File: config.mk
export PLATFORM = sky130hd
export DESIGN_NAME = rpd_sqrt
export DESIGN_NICKNAME = d
export VERILOG_FILES = /design/src/design/rpd_pkg.sv /design/src/design/rpd_sqrt.sv
export SDC_FILE = /design/constraint.sdc
export NUM_CORES = 2
export LEC_CHECK = 0
export BUFFER_PORTS_ARGS = -buffer_cell sky130_fd_sc_hd__buf_2
export CORE_UTILIZATION = 58
export CTS_CLUSTER_DIAMETER = 30
export DETAILED_ROUTE_END_ITERATION = 8
export HOLD_SLACK_MARGIN = 0.15
export PLACE_DENSITY_LB_ADDON = 0.1
export SLEW_MARGIN = 20
export SYNTH_ARGS = -nofsm -noshare
export SYNTH_HDL_FRONTEND = slang
export SYNTH_MEMORY_MAX_BITS = 65536
export SYNTH_SLANG_ARGS = --single-unit
File: constraint.sdc
create_clock -name aclk -period 3.9 [get_ports aclk]
set_input_delay 0.39 -clock aclk [delete_from_list [all_inputs] [get_ports aclk]]
set_output_delay 0.39 -clock aclk [all_outputs]
set_load 0.01 [all_outputs]
File: src/design/rpd_pkg.sv
// Package: widths, CORDIC constants and arctangent table for the disk sampler.
package rpd_pkg;

    localparam int DrawBitsDef  = 16;
    localparam int CordicSteps  = 24;
    localparam int StepBits     = 5;
    localparam int RootBits     = 32;
    localparam int VecBits      = 52;   // Q16.24 vector plus growth headroom
    localparam int ZBits        = 34;
    localparam logic [31:0] CordicGain = 32'd2608131496;

    // Register byte addresses (index times four)
    localparam logic [3:0] AddrRadius  = 4'd0;
    localparam logic [3:0] AddrCenterX = 4'd4;
    localparam logic [3:0] AddrCenterY = 4'd8;

    typedef struct packed {
        logic [30:0] disk_radius;
        logic [31:0] center_x;
        logic [31:0] center_y;
    } cfg_t;

    // Arctangent of 2^-i in units of 2^-32 turn
    function automatic logic [31:0] atan_turns(input logic [StepBits-1:0] i);
        logic [31:0] v;
        case (i)
            5'd0:  v = 32'd536870912;
            5'd1:  v = 32'd316933406;
            5'd2:  v = 32'd167458907;
            5'd3:  v = 32'd85004756;
            5'd4:  v = 32'd42667331;
            5'd5:  v = 32'd21354465;
            5'd6:  v = 32'd10679838;
            5'd7:  v = 32'd5340245;
            5'd8:  v = 32'd2670163;
            5'd9:  v = 32'd1335087;
            5'd10: v = 32'd667544;
            5'd11: v = 32'd333772;
            5'd12: v = 32'd166886;
            5'd13: v = 32'd83443;
            5'd14: v = 32'd41722;
            5'd15: v = 32'd20861;
            5'd16: v = 32'd10430;
            5'd17: v = 32'd5215;
            5'd18: v = 32'd2608;
            5'd19: v = 32'd1304;
            5'd20: v = 32'd652;
            5'd21: v = 32'd326;
            5'd22: v = 32'd163;
            5'd23: v = 32'd81;
            default: v = 32'd0;
        endcase
        return v;
    endfunction

endpackage

File: src/design/rpd_sqrt.sv
// Pipelined integer square root: one result bit per stage, sqrt(u*2^64) in Q0.32 for the draw u as a fraction.
module rpd_sqrt #(
    parameter int DRAW_BITS = rpd_pkg::DrawBitsDef
) (
    input  logic                 aclk,
    input  logic                 adv,
    input  logic [DRAW_BITS-1:0] draw,
    output logic [31:0]          root
);
    import rpd_pkg::*;

    localparam int N = RootBits;

    // stage s holds remainder, partial root and the radicand bits not yet used
    logic [N+1:0]  rem_reg  [N+1];
    logic [N-1:0]  q_reg    [N+1];
    logic [2*N-1:0] rad_reg [N+1];
    logic [63:0]   rad_in;

    assign rad_in = {draw, {(64-DRAW_BITS){1'b0}}};

    always_ff @(posedge aclk) begin
        if (adv) begin
            rem_reg[0] <= '0;
            q_reg[0]   <= '0;
            rad_reg[0] <= rad_in;
        end
    end

    for (genvar s = 0; s < N; s++) begin : g_st
        logic [N+1:0] trial;
        logic [N+1:0] sub;
        always_comb begin
            trial = {rem_reg[s][N-1:0], rad_reg[s][2*N-1:2*N-2]};
            sub   = {q_reg[s], 2'b01};
        end
        always_ff @(posedge aclk) begin
            if (adv) begin
                rad_reg[s+1] <= {rad_reg[s][2*N-3:0], 2'b00};
                if (trial >= sub) begin
                    rem_reg[s+1] <= trial - sub;
                    q_reg[s+1]   <= {q_reg[s][N-2:0], 1'b1};
                end else begin
                    rem_reg[s+1] <= trial;
                    q_reg[s+1]   <= {q_reg[s][N-2:0], 1'b0};
                end
            end
        end
    end

    assign root = q_reg[N];
endmodule

-- Yosys cells after proc, flatten, opt, wreduce, memory -nomap -nowiden
Memory sizes are Yosys's and may differ from the RTL's.
Cells that the tools add are included.
- bits in registers: 0
- bits in latches: 0
- RAM bits: 4224
- bits in read-only memories: 0
- bits of input ports: 18
- output and inout port bits: 32
- memories: 3
- add/sub/neg operators: 32
- multipliers: 0
- div/mod/pow operators: 0
- magnitude comparators: 32
- equality and inequality tests: 0
- shift-type cells: 0
- mux-type cells: 258
- bitwise gates (word level): 64
- reduce and logical (&&, ||, !) cells: 0
- memories (memory ; depth ; bits a word ; rd ports ; clocked after Yosys merged registers in ; write ports ; RTL line ; source):
    rad_reg ; 33 ; 62 ; 32 ; 0 ; 33 ; rpd_sqrt.sv:17 ; logic [2*N-1:0] rad_reg [N+1];
    rem_reg ; 33 ; 34 ; 32 ; 0 ; 33 ; rpd_sqrt.sv:15 ; logic [N+1:0] rem_reg [N+1];
    q_reg ; 33 ; 32 ; 33 ; 0 ; 33 ; rpd_sqrt.sv:16 ; logic [N-1:0] q_reg [N+1];
- operator list (cell ; number):
    34-bit >= comparator ; 32
    34-bit two-way mux ; 32
    34-bit subtractor ; 32
    32-bit two-way mux ; 32
    1-bit two-way mux ; 194
    1-bit bitwise OR ; 64

-- Longest topological paths before layout
An unclocked memory read counts as a cell.
- depth in word-level cells: 6
- gate-level depth with buffers: 16
- mapped depth without buffers: 15

-- Least setup slack after synthesis
No wires, ideal clock.
- kind: register to register
- start point: memory rem_reg[29][0] (netlist name)
- end point: memory rem_reg[30][13] (netlist name) (data pin)
- setup time: 0.260 ns
- arrival: 3.384 ns
- data required time: 3.640 ns
- path slack: 0.256 ns
- stages on the path, launching flop included: 14
- path buffers: 1
- cells stage by stage: edfxtp_1 -> ha_1 -> inv_1 -> fa_1 -> nor2b_1 -> o31a_1 -> o311ai_0 -> a21oi_1 -> o211ai_1 -> a41oi_1 -> a221oi_1 -> o21ai_1 -> buf_2 -> mux2_2
- RTL lines (element ; RTL line):
    start: declaration ; rpd_sqrt.sv:15

==> metrics <==
CP Class flip-flop to flip-flop; ANT cells 0; Critical Path Fanout Max 4; Hold EP rad_reg[0][57]; number of flip-flops in the largest register between 900 and 1000; crit start category flip-flop; syn nets 7841; clk_skew 0.0563 ns; final instance area 0.0974 mm²; Power Dens Cells 640 mW/mm²; FF-to-FF End rem_reg[11][29]; Main synth FF type edfxtp_1; Tightest Pin Transition 1.02 ns; Multi-input gate area 0.0338 mm²; Hold Crit Depth 2; Cells after Synth between 7000 and 8000; Final ANT Viol Nets 0; Filler Cell Count 10100; drt pass-1 iters 6; Placed Area 0.0857 mm²; Slew Limit Fails 0; Mapped Area ~0.083 mm²; global-route wire length before repair 286000 µm; vias between 50000 and 60000; Hold WC Path Type input pin to flip-flop; Die ar. 0.144 mm²; Total GRT Usage 25.1%; Die Y ~380 µm; Skew-Pair Late Insertion Delay 0.90 ns; ratio of cells with drive above 1 in the final layout between 10% and 20%; largest net degree at the start of global routing ~140; vias in the first global route ~55000; Die Wd ~380 µm; r2r worst-path depth 14; fin crit period 3.72 ns; hold wc startpoint draw[11]; FF-to-FF setup slack 0.18 ns; hpwl dp 131000 µm; register area 0.0457 mm²; worst vdd ir 724 µV; H-tree depth 5; I/O Buffers 49; initial antenna violation count 0; Clock transition at path regs 0.05 ns; DRC Markers 0; layout net count 8226; GRT overflow 0; Iter 0 DRT Violations roughly 3800; final period utilization 95.5%; FF+latch count, synth 1522; Slew HR about a third; Post-synth EDFFs 1521; Final GP Congestion 0.893; # clock sinks roughly 1500; placeable core area about 0.14 mm²; Mapped Avg Cell Area 11.3 µm²; I/O pin total 50; routed len/inst 18.4 µm; Overall Power 62.4 mW; Max Buffers Root-to-Sink 4; Core Rows between 100 and 150; Initial Util 58.4%; Final Setup Violations 0; Fin. Hold Viols 0; fmax 269 MHz; synth unique cells 85; Worst setup EP type flip-flop; outcome completed; Vias/cell 5.68; max-cap violation count 0; register area share after synthesis 55.3%; TritonCTS buffer count about 340; drt total wl 181000 µm; Static Leak 39.2 nW; asr flop ratio synth 0%; CTS tree done; Synth-to-Final Area Change 18.0%; final core utilization between 60% and 70%; root buffer cell clkbuf_16; Critical Path AT 4.32 ns; reg2reg start q_reg[10][0]; Critical Path RT 4.49 ns; Syn. warnings 0
area by class of cell:
class                   instances  area share, %
clock buffers                 373           8.98
clock inverters               230           2.64
inverters                     728           2.80
multi-input cells            4885           34.7
flip-flops and latches       1522           46.9
well taps                    1890           2.43
repair buffers                192           1.58
power by group:
part           switching [mW]  internal [mW]  total [mW]
combinational            6.39           5.05        11.4
sequential               1.82           21.1        22.9
clock                    8.89           19.1        28.0
total                    17.1           45.3        62.4
worst max-delay path: stages, from the launching register on:
cell and delay [ns]:
edfxtp_1 0.38, inv_1 0.07, ha_1 0.15, inv_1 0.05
fa_1 0.40, nor2b_1 0.11, o21ai_0 0.11, a21oi_1 0.21
o21ai_0 0.21, a211oi_2 0.28, and3_1 0.25, o311ai_0 0.22
or4_1 0.57, nor4_1 0.29, xor2_1 0.11
per-stage QoR:
step	setup slack [ns]	setup TNS [ns]	cells	hold slack, ns
6_report	0.177	0	9820	0.211
2_1_floorplan	0.256	0	7285	0.400
3_3_place_gp	0.0759	0	9191	0.401
4_1_cts	0.0180	0	9817	0.153
5_1_grt	-0.00284	-0.00648	9820	0.173
3_5_place_dp	0.0339	0	9191	0.405
cells by family (layout without fill, tap and decap cells):
group / Yosys count / after routing / synth area share [%]
DFF: 1522 / 1522 / 55.3
AOI/OAI and AO/OA: 1570 / 1570 / 11.7
adders and majority gates: 538 / 538 / 8.36
xor gates and xnor gates: 710 / 710 / 7.53
muxes: 86 / 86 / 1.16
buffers and inverters: 878 / 1523 / 4.02
and+or+nand+nor: 1981 / 1981 / 11.9
layout by cell type (no fill, tap or decap), types with 53 or more instances in the layout:
cell type,Yosys,routed
nor3_1,193,189
xor2_1,420,420
mux2_2,78,78
xnor2_1,290,290
clkbuf_16,0,346
nor4_1,101,95
nand3_1,97,97
or3_1,99,99
ha_1,515,515
nand2b_1,122,122
nand2_1,582,582
nor2b_1,65,65
o31ai_1,54,53
edfxtp_1,1521,1521
clkinv_1,1,56
nor2_1,405,405
o21ai_0,523,518
inv_1,727,727
o21a_1,73,73
a21o_1,201,201
buf_4,1,108
a21oi_1,398,394
worst max-delay path by stage:
stage | start | endpoint | slack [ns] | depth (start not counted)
floorplan | rem_reg[29][0] | rem_reg[30][13] | 0.26 | 13
global placement | rem_reg[29][0] | rem_reg[30][2] | 0.08 | 14
detailed placement | rem_reg[29][0] | rem_reg[30][2] | 0.03 | 14
CTS | rem_reg[29][0] | rem_reg[30][2] | 0.02 | 14
global route | rem_reg[28][0] | rem_reg[29][3] | -0.003 | 15
finish | q_reg[10][0] | rem_reg[11][29] | 0.18 | 14
Yosys cell counts (all sizes together), types with 9 or more instances:
master / number / area share (%)
nand4: 38 / 0.29
or4: 50 / 0.46
nand2b: 122 / 0.92
or3: 100 / 0.76
o21bai: 46 / 0.42
nand3b: 18 / 0.16
nor3: 193 / 1.2
nor4: 101 / 0.77
inv: 727 / 3.3
fa: 23 / 0.56
mux2: 78 / 1.1
a21boi: 18 / 0.16
o211ai: 25 / 0.23
edfxtp: 1521 / 55
o31ai: 54 / 0.49
a41oi: 14 / 0.15
and3: 51 / 0.39
o21a: 73 / 0.66
a2111oi: 14 / 0.15
xor2: 420 / 4.5
a211oi: 35 / 0.32
a21o: 201 / 1.8
buf: 19 / 0.12
a21oi: 398 / 2.4
o311a: 9 / 0.11
or2: 49 / 0.37
nor3b: 17 / 0.17
nor4b: 21 / 0.22
nor2b: 65 / 0.49
a31oi: 35 / 0.27
o41ai: 15 / 0.16
nor2: 405 / 1.8
nand2: 583 / 2.7
nand3: 97 / 0.59
o21ai: 527 / 3.2
ha: 515 / 7.8
xnor2: 290 / 3.1
and2: 52 / 0.39
o31a: 18 / 0.19
a211o: 10 / 0.11
clkbuf: 131 / 0.60
what timing repair did:
action	CTS	global route
setup buffers	0	2
setup endpoints to repair	0	132
endpoints found under the hold margin	76	0
gates resized for setup	0	36
hold buffers	23	0
per-layer routing:
| metal | track usage (%) | up-vias | routed length (µm) |
|---|---|---|---|
| li1 | - | 27300 | - |
| met1 | 29.5 | 26500 | 72900 |
| met2 | 44.8 | 1374 | 92100 |
| met3 | 3.71 | 498 | 7530 |
| met4 | 12.3 | 0 | 8290 |
| met5 | 0 | - | 0 |
No activity file was read; power rests on OpenSTA's default activity.
