**src/design/rpd_pkg.sv**
```systemverilog
// Package: widths, CORDIC constants and arctangent table for the disk sampler.
package rpd_pkg;

    localparam int DrawBitsDef  = 16;
    localparam int CordicSteps  = 24;
    localparam int StepBits     = 5;
    localparam int RootBits     = 32;
    localparam int VecBits      = 52;   // Q16.24 vector plus growth headroom
    localparam int ZBits        = 34;
    localparam logic [31:0] CordicGain = 32'd2608131496;

    // Register byte addresses (index times four)
    localparam logic [3:0] AddrRadius  = 4'd0;
    localparam logic [3:0] AddrCenterX = 4'd4;
    localparam logic [3:0] AddrCenterY = 4'd8;

    typedef struct packed {
        logic [30:0] disk_radius;
        logic [31:0] center_x;
        logic [31:0] center_y;
    } cfg_t;

    // Arctangent of 2^-i in units of 2^-32 turn
    function automatic logic [31:0] atan_turns(input logic [StepBits-1:0] i);
        logic [31:0] v;
        case (i)
            5'd0:  v = 32'd536870912;
            5'd1:  v = 32'd316933406;
            5'd2:  v = 32'd167458907;
            5'd3:  v = 32'd85004756;
            5'd4:  v = 32'd42667331;
            5'd5:  v = 32'd21354465;
            5'd6:  v = 32'd10679838;
            5'd7:  v = 32'd5340245;
            5'd8:  v = 32'd2670163;
            5'd9:  v = 32'd1335087;
            5'd10: v = 32'd667544;
            5'd11: v = 32'd333772;
            5'd12: v = 32'd166886;
            5'd13: v = 32'd83443;
            5'd14: v = 32'd41722;
            5'd15: v = 32'd20861;
            5'd16: v = 32'd10430;
            5'd17: v = 32'd5215;
            5'd18: v = 32'd2608;
            5'd19: v = 32'd1304;
            5'd20: v = 32'd652;
            5'd21: v = 32'd326;
            5'd22: v = 32'd163;
            5'd23: v = 32'd81;
            default: v = 32'd0;
        endcase
        return v;
    endfunction

endpackage

```
**src/design/rpd_regs.sv**
```systemverilog
// Configuration registers behind an APB-style port.
module rpd_regs (
    input  logic        aclk,
    input  logic        aresetn,
    input  logic        psel,
    input  logic        penable,
    input  logic        pwrite,
    input  logic [3:0]  paddr,
    input  logic [31:0] pwdata,
    output logic [31:0] prdata,
    output logic        pready,
    output rpd_pkg::cfg_t cfg
);
    import rpd_pkg::*;

    cfg_t cfg_reg;
    logic wr_en;

    assign pready = 1'b1;
    assign wr_en  = psel && penable && pwrite;
    assign cfg    = cfg_reg;

    // Register writes
    always_ff @(posedge aclk) begin
        if (!aresetn) begin
            cfg_reg.disk_radius <= 31'd65536;
            cfg_reg.center_x    <= 32'd0;
            cfg_reg.center_y    <= 32'd0;
        end else if (wr_en) begin
            case (paddr)
                AddrRadius:  cfg_reg.disk_radius <= pwdata[30:0];
                AddrCenterX: cfg_reg.center_x    <= pwdata;
                AddrCenterY: cfg_reg.center_y    <= pwdata;
                default: ;
            endcase
        end
    end

    // Read mux
    always_comb begin
        case (paddr)
            AddrRadius:  prdata = {1'b0, cfg_reg.disk_radius};
            AddrCenterX: prdata = cfg_reg.center_x;
            AddrCenterY: prdata = cfg_reg.center_y;
            default:     prdata = 32'd0;
        endcase
    end
endmodule

```
**config.mk**
```make
export PLATFORM = sky130hd
export DESIGN_NAME = rpd_regs
export DESIGN_NICKNAME = d
export VERILOG_FILES = /design/src/design/rpd_pkg.sv /design/src/design/rpd_regs.sv
export SDC_FILE = /design/constraint.sdc
export NUM_CORES = 1
export LEC_CHECK = 0
export BUFFER_PORTS_ARGS = -buffer_cell sky130_fd_sc_hd__buf_4
export CORE_ASPECT_RATIO = 0.6
export CORE_MARGIN = 3
export CORE_UTILIZATION = 35
export CTS_BUF_LIST = sky130_fd_sc_hd__clkbuf_4 sky130_fd_sc_hd__clkbuf_8 sky130_fd_sc_hd__clkbuf_16
export DETAILED_ROUTE_END_ITERATION = 10
export HOLD_SLACK_MARGIN = 0.03
export SYNTH_ARGS = -nofsm -noshare
export SYNTH_HDL_FRONTEND = slang
export SYNTH_SLANG_ARGS = --single-unit
```
**constraint.sdc**
```tcl
create_clock -name aclk -period 1.5 [get_ports aclk]
set_clock_uncertainty 0.1 [all_clocks]
set_input_delay 0.15 -clock aclk [delete_from_list [all_inputs] [get_ports aclk]]
set_output_delay 0.15 -clock aclk [all_outputs]
set_load 0.1 [all_outputs]
```
; ---- Word level (Yosys, flattened, before mapping)
; Index checks and enable logic that the tools add are counted.
[word_totals]
reg_bits = 95
latch_bits = 0
mem_bits_rw = 0
rom_bits = 0
inputBits = 41
out_inout_bits = 128
elab_cells = 12
n_memories = 0
[op_classes]
add_sub_neg = 0
multipliers = 0
n_div = 0
magnitude_cmp = 0
n_eq_ne = 2
n_shift = 0
n_mux = 1
n_bitwise = 0
n_reduce_logical = 6
[op_table]
columns = operator, count
row1 = 32-bit one-hot mux with 3 select lines, 1
row2 = 2-bit AND reduction, 3
row3 = "4-bit by 3-bit == test with 1-bit output, second input constant", 1
row4 = "4-bit == test, second input constant", 1
row5 = 4-bit zero test, 1
row6 = 1-bit logical AND, 2

; ---- Depth between registers and ports, before layout
; Gate-level depths: netlist (run 1).
[logic_depth]
depth_word = 3
ltp_mapped = 5

; ---- Worst setup path after synthesis (run 1)
; Ideal clock, no wire load.
[synth_timing]
path_kind = reg2out
start = register cfg_reg (netlist bit cfg[31])
end = output prdata[31]
arrival_time_ns = 1.853
setup_slack_ns = -0.603
stages_incl_launch_ff = 2
n_path_buf = 0
cell_sequence = dfxtp_1 a22o_1
[synth_between]
elab_chain_cells = 1
[synth_lines]
columns = element, line_no
row1 = "start, declared", rpd_regs.sv:16  ; cfg_t cfg_reg;
row2 = 32-bit one-hot mux with 3 select lines, rpd_regs.sv:41  ; case (paddr)
row3 = "end, declared", rpd_regs.sv:10  ; output logic [31:0] prdata,
; No other way between the ends.

; ---- Worst setup path in the final report (run 1)
[layout_timing]
start = input paddr[1]
end = output prdata[22]
[layout_between]
elab_chain_cells = 2
elab_cells_between_ends = 4
classes_between = eq/ne (2) / mux (1) / reduce/logical (1)
[layout_lines]
columns = element, line_no
row1 = "start, declared", rpd_regs.sv:8  ; input logic [3:0] paddr,
row2 = "4-bit == test, or another cell as far along", rpd_regs.sv:41
row3 = 32-bit one-hot mux with 3 select lines (*), rpd_regs.sv:41
; Every way passes the cells marked *; elsewhere a longest branch is shown, timed or not.

==> results.py, run 1 <==
metrics = {
    "place": {
        "io_buffers": 167,
        "dp.cells": 731,
        "dp_hpwl_mm": 8.85,
        "gp_congestion": 0.748,
    },
    "clock_tree": {
        "clockBufferDepth": 2,
        "cts_inserted_buffers": 9,
        "clk_pin_slew_worst_paths_ns": 0.06,
        "cts_tree": "done",
        "cts.sinks": 95,
        "htreeDepth": 3,
        "cts_root_buf": "clkbuf_16",
        "clk_latency_ns": 0.34,
    },
    "routing": {
        "wl_mm": 12.9,
        "drt-initial-drc-count": 376,
        "num_vias": 3841,
        "dr.pass1.iters": 7,
        "viasPerCell": 4.92,
        "drc": 0,
        "ant_nets": 0,
        "wl_per_cell_um": 16.6,
    },
    "timing": {
        "rsz0062_at_grt": "true",
        "max_freq_mhz": 634,
        "period_share_pct": 105,
        "period_needed_ns": 1.58,
        "setup-tns-final_ns": -1.63,
        "hold_viol": 0,
        "drv_slew": 0,
        "setup_slack_ns": -0.0762,
        "setup_viol": 31,
    },
    "min_path": {
        "hp-start": "pwdata[10]",
        "worstHoldPathCells": 3,
        "hold_end": "cfg[42]",
        "hold_class": "input port to flop",
    },
    "logic_synthesis": {
        "synthXorXnorAreaFrac_pct": 0,
        "muxShareOfSynthArea_pct": 22.9,
        "synth_compound_area_share_pct": 7.96,
        "synth.net_count": 466,
        "syn_inst": 425,
        "synth-seq-cells": 95,
        "synthAdderAreaFrac_pct": 0,
        "syn-cell-area_um2": 4100,
        "synth_top_cell_area_share_pct": 46.3,
        "ys_seq_area_share_pct": 46.3,
        "synthSimpleGateAreaFrac_pct": 13.7,
        "synth.area.top_cells": "dfxtp_1 46%, mux2i_1 23%, nand2_1 12%",
        "synth_top_family_by_area": "multiplexers",
        "yosysUniqueCellTypes": 19,
        "avgSynthCellArea_um2": 9.66,
        "synth_largest_area_cell": "dfxtp_1",
        "ys_warn_count": 0,
    },
    "finish": {
        "utilization_pct": 60.1,
        "antenna_cells": 0,
        "drive_above_1_share_pct": 54.6,
        "largest_reg_flops": 95,
        "syn2layout_area_growth_pct": 60.9,
        "fillers": 941,
        "nets": 661,
        "final_cells": 780,
    },
    "floorplan": {
        "dieHeight_um": 89.9,
        "ios": 169,
        "start_util_pct": 37.3,
        "die_width_um": 146,
        "dieArea_um2": 13100,
        "rows": 29,
        "core_um2": 11000,
    },
    "critical_path": {
        "crit_type": "input port to primary output",
        "rr_worst_depth": 3,
        "reg2reg_to": "cfg[28]",
        "timing.rr.start": "cfg[28]",
        "crit_path_end_kind": "primary output",
        "path_max_fanout": 8,
        "cp-start-kind": "input port",
        "cp.required_ns": 1.25,
        "cp_data_arrival_time_ns": 1.33,
        "r2r_slack_ns": 0.69,
    },
    "power": {
        "internal_power_mw": 4.32,
        "leakage_nw": 2.84,
        "p_seq_share_pct": 45.9,
        "pwr-share-comb_pct": 8.7,
        "p_sw_mw": 1.22,
        "pwr-share-clk_pct": 45.5,
        "peakVddDrop_uv": 573,
        "pwr_density_cell_nw_per_um2": 839,
        "p_sw_share_pct": 22.0,
        "total_power_mw": 5.54,
    },
    "global_routing": {
        "grt_first_pass_wirelength_mm": 20.8,
        "grt_start_max_net_pins": 35,
        "gr-usage-all-layers_pct": 19.4,
        "grt_antenna_before_repair": 0,
        "grt_pass1_vias": 3872,
        "grt.overflow.total": 0,
    },
    "job": {
        "drv_cap": 0,
    },
    "status": {
        "violations": "negative setup slack",
        "status": "complete, but fails checks",
    },
}
==> layout make-up <==
class	count	area, um2	share of cell area (%)
well taps	155	194	2.94
clock buffers	13	268	4.06
flip-flops and latches	95	2020	30.6
repair buffers	220	2080	31.5
inverters	32	120	1.82
multi-input cells	262	1860	28.1
clock inverters	3	65.1	0.985
==> how the worst max path moves through the flow <==
stage	startpoint	depth (start not counted)	end
after CTS	cfg[20]	3	prdata[20]
after detailed placement	paddr[1]	6	cfg[21]
after global routing	cfg[20]	3	prdata[20]
final	paddr[1]	7	prdata[22]
after floorplan	paddr[1]	4	prdata[21]
after global placement	paddr[1]	6	cfg[32]
==> what timing repair did <==
| item | CTS | global route |
|---|---|---|
| endpoints found under the hold margin | 66 | 0 |
| hold buffers | 28 | 0 |
| setup buffers | 2 | 2 |
| pin swaps | 1 | 2 |
| cloned | 0 | 1 |
| setup endpoints to repair | 32 | 32 |
| gates resized for setup | 41 | 12 |
==> layer usage <==
layer | track usage (%) | part of all wire [%] | vias up
li1 | - | - | 1845
met1 | 26.0 | 46 | 1827
met2 | 30.6 | 44 | 161
met3 | 6.33 | 9.0 | 8
met4 | 4.27 | 0.76 | 0
met5 | 0 | 0 | -
==> power by group through the flow <==
stage	clock network [mW]	registers, mW	logic, mW
after floorplan	0	2.67	0.156
after CTS	2.56	2.54	0.473
after global placement	0	2.60	0.407
after global routing	2.67	2.54	0.513
after detailed placement	0	2.60	0.411
final	2.52	2.54	0.479
==> layout by cell type, fill, tap and decap left out, drive strengths merged <==
cell | Yosys | routed
nor4b | 2 | 2
a22o | 1 | 1
clkinv | 0 | 1
dfxtp | 95 | 95
nor4 | 1 | 1
nand3 | 1 | 1
o211ai | 1 | 1
bufinv | 0 | 2
dlygate4sd3 | 0 | 28
conb | 1 | 1
and2 | 3 | 3
buf | 17 | 191
a222oi | 31 | 31
nand2 | 126 | 126
mux2i | 94 | 94
inv | 32 | 32
and3 | 1 | 1
clkbuf | 19 | 14
==> cells in the mapped netlist <==
library cell	n
nand2_1	126
dfxtp_1	95
mux2i_1	94
inv_1	32
a222oi_1	31
clkbuf_1	19
buf_6	7
buf_2	6
and2_1	3
buf_12	3
a22o_1	1
and3_1	1
buf_4	1
conb_1	1
nand3_1	1
nor4_4	1
nor4b_2	1
nor4b_4	1
o211ai_1	1
==> critical path, cell delays in order <==
cell and delay (ns):
buf_4 0.14, nor4b_4 0.34, buf_6 0.20, buf_4 0.12, a222oi_1 0.09, inv_2 0.07
buf_6 0.21
==> kinds of logic (layout without fill, tap and decap cells) <==
family | Yosys count | after routing
AO/OA/AOI/OAI | 33 | 33
multiplexers | 94 | 94
AND/OR/NAND/NOR | 134 | 134
other | 1 | 1
buffers and inverters | 68 | 268
flip-flops | 95 | 95
==> stage by stage <==
step | hold slack, ns | setup slack, ns | area [um2]
after CTS | 0.0301 | -0.0793 | 6530
after floorplan | 0.207 | -0.0213 | 4230
after global placement | 0.325 | -0.140 | 5750
after detailed placement | 0.332 | -0.196 | 5750
final | 0.0388 | -0.0762 | 6600
after global routing | 0.0537 | -0.162 | 6600
(Power assumes the default switching activity.)
==> run 2: changes to the inputs <==
--- a/config.mk
+++ b/config.mk
@@ -7,7 +7,7 @@
 export LEC_CHECK = 0
 export BUFFER_PORTS_ARGS = -buffer_cell sky130_fd_sc_hd__buf_4
 export CORE_ASPECT_RATIO = 0.6
-export CORE_MARGIN = 3
+export CORE_MARGIN = 4
 export CORE_UTILIZATION = 35
 export CTS_BUF_LIST = sky130_fd_sc_hd__clkbuf_4 sky130_fd_sc_hd__clkbuf_8 sky130_fd_sc_hd__clkbuf_16
 export DETAILED_ROUTE_END_ITERATION = 10
==> run 2 against run 1 <==
  * The flow still finishes with violations (negative setup slack)
  * Global-route usage down 0.57 points
  * Combinational power up 0.8%
  * Sequential cell count unchanged
  * Fmax down 1.8%
  * Non-clock buffer count down 3
  * Largest power group unchanged
  * Highest routed layer unchanged
==> results.py, run 2 (synthesized netlist as in run 1, its figures left out) <==
metrics = {
    "floorplan": {
        "rows": 30,
        "dieHeight_um": 91.9,
        "die_width_um": 148,
        "dieArea_um2": 13600,
        "core_um2": 11400,
        "start_util_pct": 36.1,
        "ios": 169,
    },
    "min_path": {
        "hold_end": "cfg[13]",
        "hold_class": "input port to flop",
        "hp-start": "pwdata[13]",
        "worstHoldPathCells": 3,
    },
    "place": {
        "dp_hpwl_mm": 9.39,
        "gp_congestion": 0.779,
        "placed_area_um2": 5750,
        "io_buffers": 167,
    },
    "routing": {
        "num_vias": 3879,
        "drt-initial-drc-count": 326,
        "wl_per_cell_um": 17.2,
        "wl_mm": 13.4,
        "viasPerCell": 4.99,
        "ant_nets": 0,
        "dr.pass1.iters": 7,
        "drc": 0,
    },
    "critical_path": {
        "timing.rr.start": "cfg[14]",
        "critPathMaxStageDelay_ns": 0.30,
        "crit_path_end_kind": "primary output",
        "path_cells": "buf_4 > nor4b_4 > buf_4 > buf_6 > a222oi_1 > inv_2 > buf_6",
        "cp-start-kind": "input port",
        "r2r_slack_ns": 0.72,
        "crit_slowest_cell": "nor4b_4",
        "crit_type": "input port to primary output",
        "cp.required_ns": 1.25,
        "rr_worst_depth": 3,
        "path_max_fanout": 14,
        "reg2reg_to": "cfg[14]",
        "cp_data_arrival_time_ns": 1.35,
    },
    "timing": {
        "period_needed_ns": 1.60,
        "hold_viol": 0,
        "period_share_pct": 107,
        "setup_slack_ns": -0.105,
        "setup_viol": 31,
        "setup-tns-final_ns": -1.95,
        "max_freq_mhz": 623,
        "drv_slew": 0,
        "rsz0062_at_grt": "true",
    },
    "clock_tree": {
        "cts_inserted_buffers": 9,
        "clk_latency_ns": 0.33,
        "cts.sinks": 95,
        "htreeDepth": 3,
        "clk_pin_slew_worst_paths_ns": 0.06,
        "cts_root_buf": "clkbuf_16",
        "clockBufferDepth": 2,
        "cts_tree": "done",
    },
    "finish": {
        "stdcell_area_um2": 6570,
        "largest_reg_flops": 95,
        "nets": 658,
        "final_cell_mix": "142 x buf_4, 126 x nand2_1, 95 x dfxtp_2, 94 x mux2i_1",
        "layout_commonest_cell": "buf_4",
        "syn2layout_area_growth_pct": 60.0,
        "drive_above_1_share_pct": 54.9,
        "antenna_cells": 0,
    },
    "global_routing": {
        "grt_pass1_vias": 3810,
        "grt.overflow.total": 0,
        "grt_start_max_net_pins": 30,
        "grt_first_pass_wirelength_mm": 20.3,
        "grt_antenna_before_repair": 0,
        "gr-usage-all-layers_pct": 18.8,
    },
    "power": {
        "peakVddDrop_uv": 566,
        "pwr_density_cell_nw_per_um2": 813,
        "leakage_nw": 2.81,
    },
    "job": {
        "drv_cap": 0,
    },
    "status": {
        "status": "complete, but fails checks",
        "violations": "negative setup slack",
    },
}
[run 2: cell types whose count changed in the layout (fill, tap and decap cells not counted), sizes merged]
cell | previous run | this run
clkbuf | 14 | 11
buf | 191 | 193
dlygate4sd3 | 28 | 23
clkinv | 1 | 0
[run 2: worst max-delay path: cells and delay by family]
kind / cells / cell delay, ns
buffers and inverters: 5 / 0.77
and+or+nand+nor: 1 / 0.30
AOI/OAI and AO/OA: 1 / 0.12
[run 2: worst max-delay path by stage]
stage,start,end,slack (ns),cells after the start
final,paddr[1],prdata[29],-0.10,7
after global routing,cfg[8],prdata[8],-0.17,3
after CTS,cfg[15],prdata[15],-0.1,3
after detailed placement,paddr[1],prdata[9],-0.24,6
after global placement,paddr[1],prdata[9],-0.15,6
after floorplan,paddr[1],prdata[21],-0.02,4
[run 2: area by class of cell]
type | instances | area, um2
tap | 160 | 200
inverter | 32 | 120
sequential | 95 | 2020
clock buffer | 10 | 233
multi-input combinational | 262 | 1860
fill | 1006 | 4810
clock inverter | 2 | 60.1
timing repair buffer | 217 | 2080
[run 2: layer usage]
| metal | global-route usage (%) | share of wire [%] |
|---|---|---|
| met4 | 4.96 | 1.1 |
| met2 | 28.4 | 44 |
| met1 | 26.4 | 46 |
| met3 | 5.33 | 9.1 |
| met5 | 0 | 0 |
[run 2: power by group]
group | internal [mW] | switching [mW]
clock network | 1.44 | 0.871
logic | 0.202 | 0.282
registers | 2.53 | 0.0101
total | 4.18 | 1.16
[run 2: what timing repair did]
item,in CTS,in global routing
hold buffers,23,0
endpoints found under the hold margin,61,0
endpoints found under the setup margin,32,32
cloned,1,1
buffers inserted,1,4
pin swaps,27,11
resized for setup,42,18
[run 2: per-stage QoR]
step           power, mW  setup WS, ns  hold WS, ns  utilization, %  cells
2_1_floorplan       2.83       -0.0213        0.207               -    425
3_3_place_gp        3.01        -0.150        0.320            50.6    737
3_5_place_dp        3.02        -0.235        0.324            50.6    737
4_1_cts             5.39       -0.0975       0.0319            56.7    774
5_1_grt             5.53        -0.174       0.0316            57.7    778
6_report            5.34        -0.105       0.0428            57.7    778
==> run 3: changes to the inputs <==
--- a/config.mk
+++ b/config.mk
@@ -9,7 +9,7 @@
 export CORE_ASPECT_RATIO = 0.6
 export CORE_MARGIN = 4
 export CORE_UTILIZATION = 35
-export CTS_BUF_LIST = sky130_fd_sc_hd__clkbuf_4 sky130_fd_sc_hd__clkbuf_8 sky130_fd_sc_hd__clkbuf_16
+export CTS_BUF_LIST = sky130_fd_sc_hd__clkbuf_8 sky130_fd_sc_hd__clkbuf_16
 export DETAILED_ROUTE_END_ITERATION = 10
 export HOLD_SLACK_MARGIN = 0.03
 export SYNTH_ARGS = -nofsm -noshare
==> run 3 against run 2 <==
  * The run still ends with negative setup slack left
  * Clock power is essentially flat
  * Register-to-register slack about the same
  * Die area stayed put
  * Power is 0.49% lower
  * Critical endpoint unchanged
==> results.py, run 3 (synthesized netlist as in run 1, its figures left out) <==
metrics = {
    "status": {
        "status": "complete, but fails checks",
        "violations": "negative setup slack",
    },
    "timing": {
        "rsz0062_at_grt": "true",
        "drv_slew": 0,
        "max_freq_mhz": 623,
        "setup_slack_ns": -0.106,
        "period_needed_ns": 1.61,
        "period_share_pct": 107,
        "whs_ns": 0.0437,
        "setup_viol": 31,
        "hold_viol": 0,
    },
    "place": {
        "placed_area_um2": 5750,
        "dp_hpwl_mm": 9.39,
        "io_buffers": 167,
        "gp_congestion": 0.779,
    },
    "routing": {
        "ant_nets": 0,
        "drt-initial-drc-count": 300,
        "viasPerCell": 4.98,
        "wl_mm": 13.3,
        "wl_per_cell_um": 17.2,
        "num_vias": 3878,
        "dr.pass1.iters": 6,
        "drc": 0,
    },
    "clock_tree": {
        "cts_inserted_buffers": 9,
        "cts_tree": "done",
        "cts_root_buf": "clkbuf_16",
        "cts.sinks": 95,
        "htreeDepth": 3,
        "clk_pin_slew_worst_paths_ns": 0.06,
        "clk_latency_ns": 0.33,
        "clockBufferDepth": 2,
    },
    "floorplan": {
        "core_um2": 11400,
        "dieArea_um2": 13600,
        "die_width_um": 148,
        "start_util_pct": 36.1,
        "rows": 30,
        "dieHeight_um": 91.9,
        "ios": 169,
    },
    "min_path": {
        "worstHoldPathCells": 3,
        "hold_class": "input port to flop",
    },
    "finish": {
        "syn2layout_area_growth_pct": 59.9,
        "largest_reg_flops": 95,
        "drive_above_1_share_pct": 54.7,
        "antenna_cells": 0,
        "stdcell_area_um2": 6560,
        "layout_commonest_cell": "buf_4",
        "nets": 658,
        "final_cell_mix": "142 x buf_4, 126 x nand2_1, 95 x dfxtp_2, 94 x mux2i_1",
        "utilization_pct": 57.7,
    },
    "critical_path": {
        "crit_slowest_cell": "nor4b_4",
        "cp.required_ns": 1.25,
        "path_max_fanout": 14,
        "path_cells": "buf_4 > nor4b_4 > buf_4 > buf_6 > a222oi_1 > inv_2 > buf_6",
        "crit_path_end_kind": "primary output",
        "cp_data_arrival_time_ns": 1.36,
        "reg2reg_to": "cfg[14]",
        "r2r_slack_ns": 0.73,
        "rr_worst_depth": 3,
        "critPathMaxStageDelay_ns": 0.30,
        "timing.rr.start": "cfg[14]",
        "crit_end": "prdata[29]",
        "crit_type": "input port to primary output",
        "cp-start-kind": "input port",
        "startpoint": "paddr[1]",
    },
    "power": {
        "pwr_density_cell_nw_per_um2": 809,
        "peakVddDrop_uv": 566,
        "leakage_nw": 2.81,
    },
    "global_routing": {
        "grt_start_max_net_pins": 30,
        "gr-usage-all-layers_pct": 18.8,
        "grt_antenna_before_repair": 0,
        "grt_first_pass_wirelength_mm": 20.3,
        "grt_pass1_vias": 3810,
        "grt.overflow.total": 0,
    },
    "job": {
        "drv_cap": 0,
    },
}
## run 3: cell types whose count changed in the layout (fill, tap and decap cells not counted)
| cell | change |
|---|---|
| clkbuf_4 | -1 |
| inv_1 | +1 |
## run 3: timing repair
item                                    4_1_cts  5_1_grt
endpoints found under the setup margin       32       32
hold endpoints to repair                     61        0
resized for setup                            42       18
gates cloned                                  1        1
pin swaps                                    27       11
buffers inserted                              1        4
hold buffers                                 23        0
## run 3: critical path, delay by kind of cell
family | cells | cell delay (ns)
compound gates | 1 | 0.12
buf+inv | 5 | 0.76
simple gates | 1 | 0.30
## run 3: worst min-delay path by stage
stage                    start       to  slack (ns)
floorplan           pwdata[16]  cfg[16]        0.21
global placement    pwdata[16]  cfg[80]        0.32
detailed placement  pwdata[16]  cfg[80]        0.32
CTS                  pwdata[9]   cfg[9]        0.03
global route        pwdata[13]  cfg[13]        0.03
finish               pwdata[0]   cfg[0]        0.04
## run 3: power breakdown
part	internal (mW)	switching [mW]	leakage (nW)	total, mW
registers	2.53	0.0100	0.813	2.54
clock network	1.42	0.870	0.145	2.29
logic	0.202	0.281	1.85	0.483
## run 3: per-stage QoR
| step | setup slack (ns) | TNS [ns] | std cells | power, mW |
|---|---|---|---|---|
| floorplan | -0.0213 | -0.341 | 425 | 2.83 |
| global placement | -0.150 | -11.29 | 737 | 3.01 |
| detailed placement | -0.235 | -17.26 | 737 | 3.02 |
| CTS | -0.0975 | -2.13 | 774 | 5.36 |
| global route | -0.174 | -4.02 | 778 | 5.50 |
| finish | -0.106 | -1.93 | 778 | 5.31 |
## run 3: layout make-up
type | instances | area, um2
clock inverter | 3 | 63.8
fill | 1006 | 4810
inverter | 32 | 120
clock buffer | 9 | 225
multi-input combinational | 262 | 1860
tap | 160 | 200
timing repair buffer | 217 | 2080
sequential | 95 | 2020
## run 3: routing by layer
layer  global-route usage [%]  routed length, um
met1                     26.4               6170
met5                        0                  0
met2                     28.4               5860
met4                     4.96                150
met3                     5.33               1160
